$ cat src/hdl/match_position_to_node_mapper_unit_macros.svh
// Assertion macros for the match position to node mapper
`ifndef MATCH_POSITION_TO_NODE_MAPPER_UNIT_MACROS_SVH
`define MATCH_POSITION_TO_NODE_MAPPER_UNIT_MACROS_SVH

// Check a same-cycle implication on the rising clock edge
`define MMAP_ASSERT_NOW(label, ante, cons, msg) \
    label: assert property (@(posedge i_clk) disable iff (!i_rst_n) \
        (ante) |-> (cons)) else $error(msg);

// Check an implication on the next cycle
`define MMAP_ASSERT_NEXT(label, ante, cons, msg) \
    label: assert property (@(posedge i_clk) disable iff (!i_rst_n) \
        (ante) |=> (cons)) else $error(msg);

`endif

$ cat src/hdl/mmap_pkg.sv
`default_nettype none
package mmap_pkg;

    // Field widths
    localparam int unsigned IDENT_W = 31;
    localparam int unsigned LEN_W   = 24;
    localparam int unsigned POS_W   = 32;
    localparam int unsigned MLEN_W  = 20;
    localparam int unsigned QPOS_W  = 20;
    localparam int unsigned STAT_W  = 2;

    // Command codes
    localparam logic CMD_LOAD  = 1'b0;
    localparam logic CMD_QUERY = 1'b1;

    // Status codes
    localparam logic [STAT_W-1:0] ST_OK      = 2'd0;
    localparam logic [STAT_W-1:0] ST_OUTSIDE = 2'd1;
    localparam logic [STAT_W-1:0] ST_CROSSES = 2'd2;

    // Search sequencer states
    typedef enum logic [1:0] {
        S_IDLE,
        S_SEARCH,
        S_SPAN,
        S_FINISH
    } t_state;

    // Query word handed to the search unit
    typedef struct packed {
        logic [POS_W-1:0]  pos;
        logic [MLEN_W-1:0] mlen;
        logic              fwd;
        logic [QPOS_W-1:0] qpos;
    } t_query;

    // Result word
    typedef struct packed {
        logic [IDENT_W-1:0] ident;
        logic [LEN_W-1:0]   offset;
        logic [QPOS_W-1:0]  read_pos;
        logic [MLEN_W-1:0]  seed_len;
        logic               reverse;
        logic [STAT_W-1:0]  status;
    } t_result;

endpackage
`default_nettype wire

$ cat src/hdl/mmap_search.sv
`default_nettype none
module mmap_search #(
    parameter int unsigned MAX_NODES = 4096
) (
    input  wire logic                             i_clk,
    input  wire logic                             i_rst_n,
    input  wire logic                             i_go,
    input  wire mmap_pkg::t_query                 i_query,
    input  wire logic [$clog2(MAX_NODES+1)-1:0]   i_count,
    input  wire logic [mmap_pkg::POS_W-1:0]       i_text_end,
    input  wire logic [mmap_pkg::POS_W-1:0]       i_start_rd,
    input  wire logic [mmap_pkg::IDENT_W-1:0]     i_ident_rd,
    output logic      [$clog2(MAX_NODES)-1:0]     o_rd_addr,
    output logic                                  o_busy,
    output logic                                  o_valid,
    output mmap_pkg::t_result                     o_result
);
    import mmap_pkg::*;

    localparam int unsigned AW = $clog2(MAX_NODES);
    localparam int unsigned CW = $clog2(MAX_NODES + 1);

    t_state             r_state, n_state;
    t_query             r_query, n_query;
    logic [CW-1:0]      r_lo, n_lo;
    logic [CW-1:0]      r_hi, n_hi;
    logic [CW-1:0]      r_mid, n_mid;
    logic [POS_W-1:0]   r_lo_start, n_lo_start;
    logic [POS_W-1:0]   r_hi_start, n_hi_start;
    logic [IDENT_W-1:0] r_lo_ident, n_lo_ident;
    logic [LEN_W-1:0]   r_off, n_off;
    logic [LEN_W-1:0]   r_nlen, n_nlen;
    logic               r_found, n_found;
    logic               r_valid, n_valid;
    t_result            r_result, n_result;

    logic [POS_W-1:0]   off_full;
    logic [POS_W-1:0]   nlen_full;
    logic [LEN_W:0]     match_end;

    // Span arithmetic on the bracketing starts
    assign off_full  = r_query.pos - r_lo_start;
    assign nlen_full = r_hi_start - r_lo_start - POS_W'(1);
    assign match_end = {1'b0, r_off} + (LEN_W+1)'(r_query.mlen);

    // Advance the sequencer, one table read per cycle while searching
    always_comb begin
        logic          le;
        logic [CW-1:0] lo_nx;
        logic [CW-1:0] hi_nx;

        n_state    = r_state;
        n_query    = r_query;
        n_lo       = r_lo;
        n_hi       = r_hi;
        n_mid      = r_mid;
        n_lo_start = r_lo_start;
        n_hi_start = r_hi_start;
        n_lo_ident = r_lo_ident;
        n_off      = r_off;
        n_nlen     = r_nlen;
        n_found    = r_found;
        n_valid    = 1'b0;
        n_result   = r_result;
        o_rd_addr  = r_mid[AW-1:0];
        le         = 1'b0;
        lo_nx      = r_lo;
        hi_nx      = r_hi;

        unique case (r_state)
            S_IDLE: begin
                n_mid     = i_count >> 1;
                o_rd_addr = n_mid[AW-1:0];
                if (i_go) begin
                    n_query = i_query;
                    if (i_count == '0 || i_query.pos >= i_text_end) begin
                        n_valid           = 1'b1;
                        n_result.ident    = '0;
                        n_result.offset   = '0;
                        n_result.read_pos = i_query.qpos;
                        n_result.seed_len = i_query.mlen;
                        n_result.reverse  = ~i_query.fwd;
                        n_result.status   = ST_OUTSIDE;
                    end else begin
                        n_lo       = '0;
                        n_hi       = i_count;
                        n_hi_start = i_text_end;
                        n_lo_start = '0;
                        n_lo_ident = '0;
                        n_state    = S_SEARCH;
                    end
                end
            end
            S_SEARCH: begin
                // Narrow the bracket on the word read at the last midpoint
                le = (i_start_rd <= r_query.pos);
                if (le) begin
                    lo_nx      = r_mid + CW'(1);
                    n_lo_start = i_start_rd;
                    n_lo_ident = i_ident_rd;
                end else begin
                    hi_nx      = r_mid;
                    n_hi_start = i_start_rd;
                end
                n_lo  = lo_nx;
                n_hi  = hi_nx;
                n_mid = lo_nx + ((hi_nx - lo_nx) >> 1);
                o_rd_addr = n_mid[AW-1:0];
                if (!(lo_nx < hi_nx)) begin
                    n_state = S_SPAN;
                end
            end
            S_SPAN: begin
                n_off   = off_full[LEN_W-1:0];
                n_nlen  = nlen_full[LEN_W-1:0];
                n_found = (r_lo != '0);
                n_state = S_FINISH;
            end
            S_FINISH: begin
                n_valid           = 1'b1;
                n_result.read_pos = r_query.qpos;
                n_result.seed_len = r_query.mlen;
                n_result.reverse  = ~r_query.fwd;
                n_result.ident    = r_found ? r_lo_ident : '0;
                n_result.offset   = '0;
                if (!r_found) begin
                    n_result.status = ST_OUTSIDE;
                end else if (match_end > {1'b0, r_nlen}) begin
                    n_result.status = ST_CROSSES;
                end else begin
                    n_result.status = ST_OK;
                    n_result.offset = r_query.fwd ? r_off
                                                  : r_nlen - match_end[LEN_W-1:0];
                end
                n_state = S_IDLE;
            end
            default: begin
                n_state = S_IDLE;
            end
        endcase
    end

    // Hold control state
    always_ff @(posedge i_clk) begin
        if (!i_rst_n) begin
            r_state <= S_IDLE;
            r_valid <= 1'b0;
        end else begin
            r_state <= n_state;
            r_valid <= n_valid;
        end
    end

    // Hold search and result payload
    always_ff @(posedge i_clk) begin
        r_query    <= n_query;
        r_lo       <= n_lo;
        r_hi       <= n_hi;
        r_mid      <= n_mid;
        r_lo_start <= n_lo_start;
        r_hi_start <= n_hi_start;
        r_lo_ident <= n_lo_ident;
        r_off      <= n_off;
        r_nlen     <= n_nlen;
        r_found    <= n_found;
        r_result   <= n_result;
    end

    assign o_busy   = (r_state != S_IDLE);
    assign o_valid  = r_valid;
    assign o_result = r_result;

endmodule
`default_nettype wire

$ cat config.mk
export PLATFORM = sky130hd
export DESIGN_NAME = mmap_search
export DESIGN_NICKNAME = d
export VERILOG_FILES = /design/src/hdl/match_position_to_node_mapper_unit_macros.svh /design/src/hdl/mmap_pkg.sv /design/src/hdl/mmap_search.sv
export SDC_FILE = /design/constraint.sdc
export NUM_CORES = 1
export LEC_CHECK = 0
export BUFFER_PORTS_ARGS = -buffer_cell sky130_fd_sc_hd__buf_2
export CAP_MARGIN = 20
export CORE_MARGIN = 2
export CORE_UTILIZATION = 46
export CTS_CLUSTER_DIAMETER = 200
export DETAILED_ROUTE_END_ITERATION = 10
export PLACE_DENSITY = 0.66
export SLEW_MARGIN = 20
export SYNTH_ARGS = -nofsm -noshare
export SYNTH_HDL_FRONTEND = slang
export SYNTH_SLANG_ARGS = --single-unit
$ cat constraint.sdc
create_clock -name i_clk -period 21.1 [get_ports i_clk]
set_input_delay 2.11 -clock i_clk [delete_from_list [all_inputs] [get_ports i_clk]]
set_output_delay 2.11 -clock i_clk [all_outputs]
set_load 0.01 [all_outputs]
# ---- Yosys cells after proc, flatten, opt, wreduce, memory -nomap -nowiden
# Index checks and enable logic that the tools add are counted.
dict set report word_totals {
  ff_bits 341
  input_bits 184
  output_inout_bits 112
  word_cells 97
}
dict set report classes {
  add_sub_neg 8
  order_cmp 4
  n_eq_ne 9
  n_mux 40
  bitwise_logic 2
  n_reduce_logical 13
}
# cell n
set op_table {}
lappend op_table {{24-bit 2-to-1 mux} 9}
lappend op_table {{98-bit 2-to-1 mux} 2}
lappend op_table {{98-bit case mux with 2 select lines} 1}
lappend op_table {{31-bit 2-to-1 mux} 4}
lappend op_table {{13-bit 2-to-1 mux} 8}
lappend op_table {{24-bit case mux with 2 select lines} 2}
lappend op_table {{13-bit case mux with 2 select lines} 3}
lappend op_table {{24-bit subtractor} 3}
lappend op_table {{31-bit case mux with 2 select lines} 1}
lappend op_table {{32-bit >= comparator} 1}
lappend op_table {{32-bit less-or-equal comparator} 1}
lappend op_table {{24-bit by 20-bit adder with 25-bit output} 1}
lappend op_table {{25-bit by 24-bit greater-than comparator with 1-bit output} 1}
lappend op_table {{12-bit case mux with 2 select lines} 1}
lappend op_table {{24-bit by 1-bit subtractor with 24-bit output, second input constant} 1}
lappend op_table {{13-bit by 1-bit adder with 13-bit output, second input constant} 1}
lappend op_table {{13-bit by 12-bit adder with 13-bit output} 1}
lappend op_table {{13-bit logical NOT} 1}
lappend op_table {{13-bit less-than comparator} 1}
lappend op_table {{13-bit nonzero test} 1}
lappend op_table {{13-bit subtractor} 1}
lappend op_table {{2-bit != test, second input constant} 6}
lappend op_table {{2-bit 2-to-1 mux} 5}
lappend op_table {{3-bit AND reduction} 3}
lappend op_table {{other kinds (11)} 17}

# ---- Longest topological paths before layout
dict set report depth {
  ltp_word 6
  ltp_mapped 31
  depth_no_buf 28
}

# ---- Worst setup path after synthesis
# No wires, ideal clock.
dict set report synth_timing {
  path_kind {input -> output}
  startpoint {in i_start_rd[31] (netlist bit)}
  endpoint {out o_rd_addr[11]}
  arrival_time_ps 7537
  t_required_ps 18990
  slack_ps 11453
  path_stages 26
  n_path_buf 2
  path_cell_list {ha_1 nand4_4 nor4_4 a211oi_1 a21boi_4 o21a_2 buf_6 clkbuf_1 mux2i_1 inv_1 fa_1 maj3_1 o211ai_1 o211ai_1 a21oi_1 o21ai_0 a21boi_0 o211ai_1 a311o_1 ha_1 inv_1 o21bai_1 a21oi_1 nand3_1 mux2_2 nand2_1}
}
dict set report synth_via {
  elab_chain_cells 6
  word_cells_on_any_way 8
  classes_between {2 x add/sub; 1 x order compare; 5 x mux}
}
# element line_no
set synth_rtl {}
lappend synth_rtl {{from (decl)} mmap_search.sv:11} ;# input wire logic [mmap_pkg::POS_W-1:0] i_start_rd,
lappend synth_rtl {{32-bit less-or-equal comparator *} mmap_search.sv:96} ;# le = (i_start_rd <= r_query.pos);
lappend synth_rtl {{13-bit 2-to-1 mux} mmap_search.sv:97} ;# if (le) begin
lappend synth_rtl {{13-bit 2-to-1 mux} mmap_search.sv:70} ;# unique case (r_state)
lappend synth_rtl {{13-bit subtractor} mmap_search.sv:107} ;# n_mid = lo_nx + ((hi_nx - lo_nx) >> 1);
lappend synth_rtl {{13-bit by 12-bit adder with 13-bit output *} mmap_search.sv:107}
lappend synth_rtl {{12-bit case mux with 2 select lines *} mmap_search.sv:70}
lappend synth_rtl {{to (decl)} mmap_search.sv:13} ;# output logic [$clog2(MAX_NODES)-1:0] o_rd_addr,
# Every way passes the cells marked *; elsewhere a longest branch is shown, timed or not. The select of a mux whose other input is x is not followed.

# ---- Final worst setup path
dict set report layout_timing {
  startpoint {in i_start_rd[7] (netlist bit)}
  endpoint {out o_rd_addr[11]}
}
# The elaborated chain is that of the path after synthesis.

==> results.tsv <==
stage	metric	value	unit
outcome	status	finished, final reports clean	
clock_tree	cts_hold_buf	0	
critical_path	critPathSlowestCell	o21a_2	
floorplanning	design.core.area	45200	um2
synthesis	synth_edf_count	338	
grt	grt_use_total	22.3	%
clock_tree	h-tree-depth	2	
clock_tree	clockRootBuffer	clkbuf_16	
timing	fmax	90.6	MHz
routing	dr.first_iter.drc_count	1211	
floorplanning	die_h	218	um
critical_path	critPathMaxFanout	40	
clock_tree	clkSinkCount	341	
layout	seq_area	10200	um2
clock_tree	path_clk_slew	0.05	ns
timing	fin_crit	11.04	ns
grt	grt_pass1_wl	83200	um
critical_path	path_common_cell	o211ai_1	
placement	pre_cts_ws	10.17	ns
synthesis	syn-mean-instance-area	10.8	um2
grt	grt_pass1_vias	15200	
synthesis	async_flop_share	0	%
critical_path	slowest_delay	0.78	ns
critical_path	cp_top_family	compound AO/OA/AOI/OAI gates	
synthesis	syn_nets	2329	
clock_tree	cts_max_path_buffers	3	
floorplanning	initial_core_util	46.5	%
critical_path	crit_required	18.99	ns
routing	routed_wl	53100	um
placement	port_buffers	295	
routing	via_count	15600	
synthesis	netlist_top_cells_area	edfxtp_1 48%, ha_1 12%, inv_1 3.4%	
floorplanning	num_io_pins	296	
timing	tightestPinTransition	1.12	ns
grt	grt_max_degree	81	
critical_path	worstSetupPathType	primary input to primary output	
routing	antenna_left	0	
clock_tree	cts_tree	yes	
hold_path	hold_path_depth	2	
synthesis	synth_seq_cells	341	
critical_path	start_kind	primary input	
hold_path	hold_path.startpoint	r_state[1]	
timing	hold_violations	0	
hold_path	whs_endpoint	r_state[1]	
synthesis	netlist-cell-type-count	76	
critical_path	r2r_cells	26	
layout	nFillCells	3964	
floorplanning	dieArea	47400	um2
critical_path	rr_startpoint	r_query[48]	
layout	final_nets	2627	
timing	fin_worst_skew	0.0177	ns
critical_path	r2r_slack	13.76	ns
layout	syn_to_final_growth	16.5	%
synthesis	ys.flop_type	edfxtp_1	
floorplanning	die-width	218	um
timing	setup_viol	0	
synthesis	syn_inst	1935	
routing	drc	0	
routing	viasPerCell	5.44	
floorplanning	rows	78	
timing	drv_slew	0	
synthesis	synth_area_leader_cell	edfxtp_1	
grt	grt_antenna_before_repair	3	
clock_tree	post-cts-setup-buffer-count	0	
hold_path	min_path_type	register to register	
critical_path	end_kind	primary output	
synthesis	synth_area	21000	um2
synthesis	synth_top_area_share	48.3	%
clock_tree	numCtsBuffers	39	
layout	final_layout_size_suffix_gt1_share	19.8	%
clock_tree	clkLatencyLatePin	0.56	ns
routing	wl_per_cell	18.5	um
critical_path	path_buf_inv	4	
grt	grt_overflow	0	
placement	gp_congestion	0.930	
critical_path	worstReg2RegEnd	r_mid[12]	
timing	tns	0	ns
timing	rsz0062_at_grt	false	
timing	slew_headroom	25.3	%
placement	dp_hpwl	40700	um
critical_path	worstPathArrival	8.93	ns
timing	finalCritPeriodShare	52.3	%
synthesis	yosysWarnings	0	
routing	dr.pass1.iters	5	
layout	final_util	54.1	%
clock_tree	ctsResizeCount	0	
synthesis	yosysSeqAreaShare	48.6	%
timing	setup_ws	10.06	ns
flow_run	maxCapViolCount	0	
layout	multi_input_area	9890	um2
placed cells by master (no fill, tap or decap), types with 8 or more instances in the layout:
cell type and count:
xnor2_1 71, nand2b_1 14, mux2i_1 16, o21a_1 17
a211oi_1 14, a21oi_1 126, mux2_2 49, xor2_1 37
a21boi_0 8, ha_1 201, clkinv_2 9, buf_4 14
nand3_1 36, edfxtp_1 338, o211ai_1 13, and2_1 68
buf_2 295, or3_1 18, o21bai_1 17, a31oi_1 10
nor2b_1 19, a21o_1 57, clkbuf_16 39, nor2_1 131
and3_1 51, inv_1 192, nor4_1 8, nand2_1 120
o21ai_0 59, nand4_1 15, nor3_1 53
cell usage after synthesis, drive strengths merged, types with 47 or more instances:
cell type and count:
and2 68, nand2 120, and3 51, edfxtp 338, a21o 58, a21oi 128, nor2 133, xnor2 71
o21ai 62, inv 192, mux2 50, clkbuf 47, ha 204, nor3 53
metrics by stage:
stage | hold WS [ns] | instances | instance area, um2
after floorplan | 0.468 | 1935 | 21000
after global placement | 0.493 | 2791 | 23200
after detailed placement | 0.511 | 2792 | 23200
after CTS | 0.517 | 2863 | 24500
after global routing | 0.558 | 2864 | 24500
final | 0.512 | 2864 | 24500
how the worst max path moves through the flow:
stage / startpoint / to / cells past startpoint
5_1_grt: i_start_rd[7] / o_rd_addr[11] / 26
4_1_cts: i_start_rd[7] / o_rd_addr[11] / 26
3_5_place_dp: i_start_rd[7] / o_rd_addr[11] / 26
2_1_floorplan: i_start_rd[31] / o_rd_addr[11] / 26
6_report: i_start_rd[7] / o_rd_addr[11] / 26
3_3_place_gp: i_start_rd[7] / o_rd_addr[11] / 26
registers in the layout, indices dropped and copies added, names as in the netlist:
name / cells
r_off: 24
r_found: 1
r_state: 2
r_nlen: 24
r_mid: 13
o_result: 98
o_valid: 1
r_query: 73
r_lo: 13
r_lo_ident: 31
r_hi: 13
r_lo_start: 24
r_hi_start: 24
layer usage:
layer | GRT usage, % | vias up | wire length [um]
met2 | 34.5 | 478 | 23600
met5 | 0 | - | 13
met1 | 32.3 | 7378 | 25100
met4 | 6.44 | 2 | 1130
li1 | - | 7644 | -
met3 | 3.54 | 70 | 3300
cell families after synthesis:
| group | share of synthesized area (%) |
|---|---|
| simple gates | 13.5 |
| compound gates | 12.6 |
| flops | 48.6 |
| buf+inv | 4.42 |
| fa+ha+maj | 12.8 |
| xor+xnor | 4.51 |
| mux | 3.51 |
area by class of cell:
cell class / count / area share [%]
Sequential cell: 341 / 41.7
Multi-Input combinational cell: 1349 / 40.5
Timing Repair Buffer: 310 / 6.55
Clock buffer: 44 / 4.07
Tap cell: 600 / 3.07
Inverter: 192 / 2.95
Clock inverter: 27 / 1.15
Antenna cell: 1 / 0.0102
tightest hold or removal path, cell delays in order, from the launching register on:
cell and delay [ns]:
dfxtp_1 0.34, nand2_1 0.07, mux2i_1 0.05
Power is left out: the tool's default activity adds up to more than one toggle a clock period on the data nets, which glitch-free logic cannot reach.
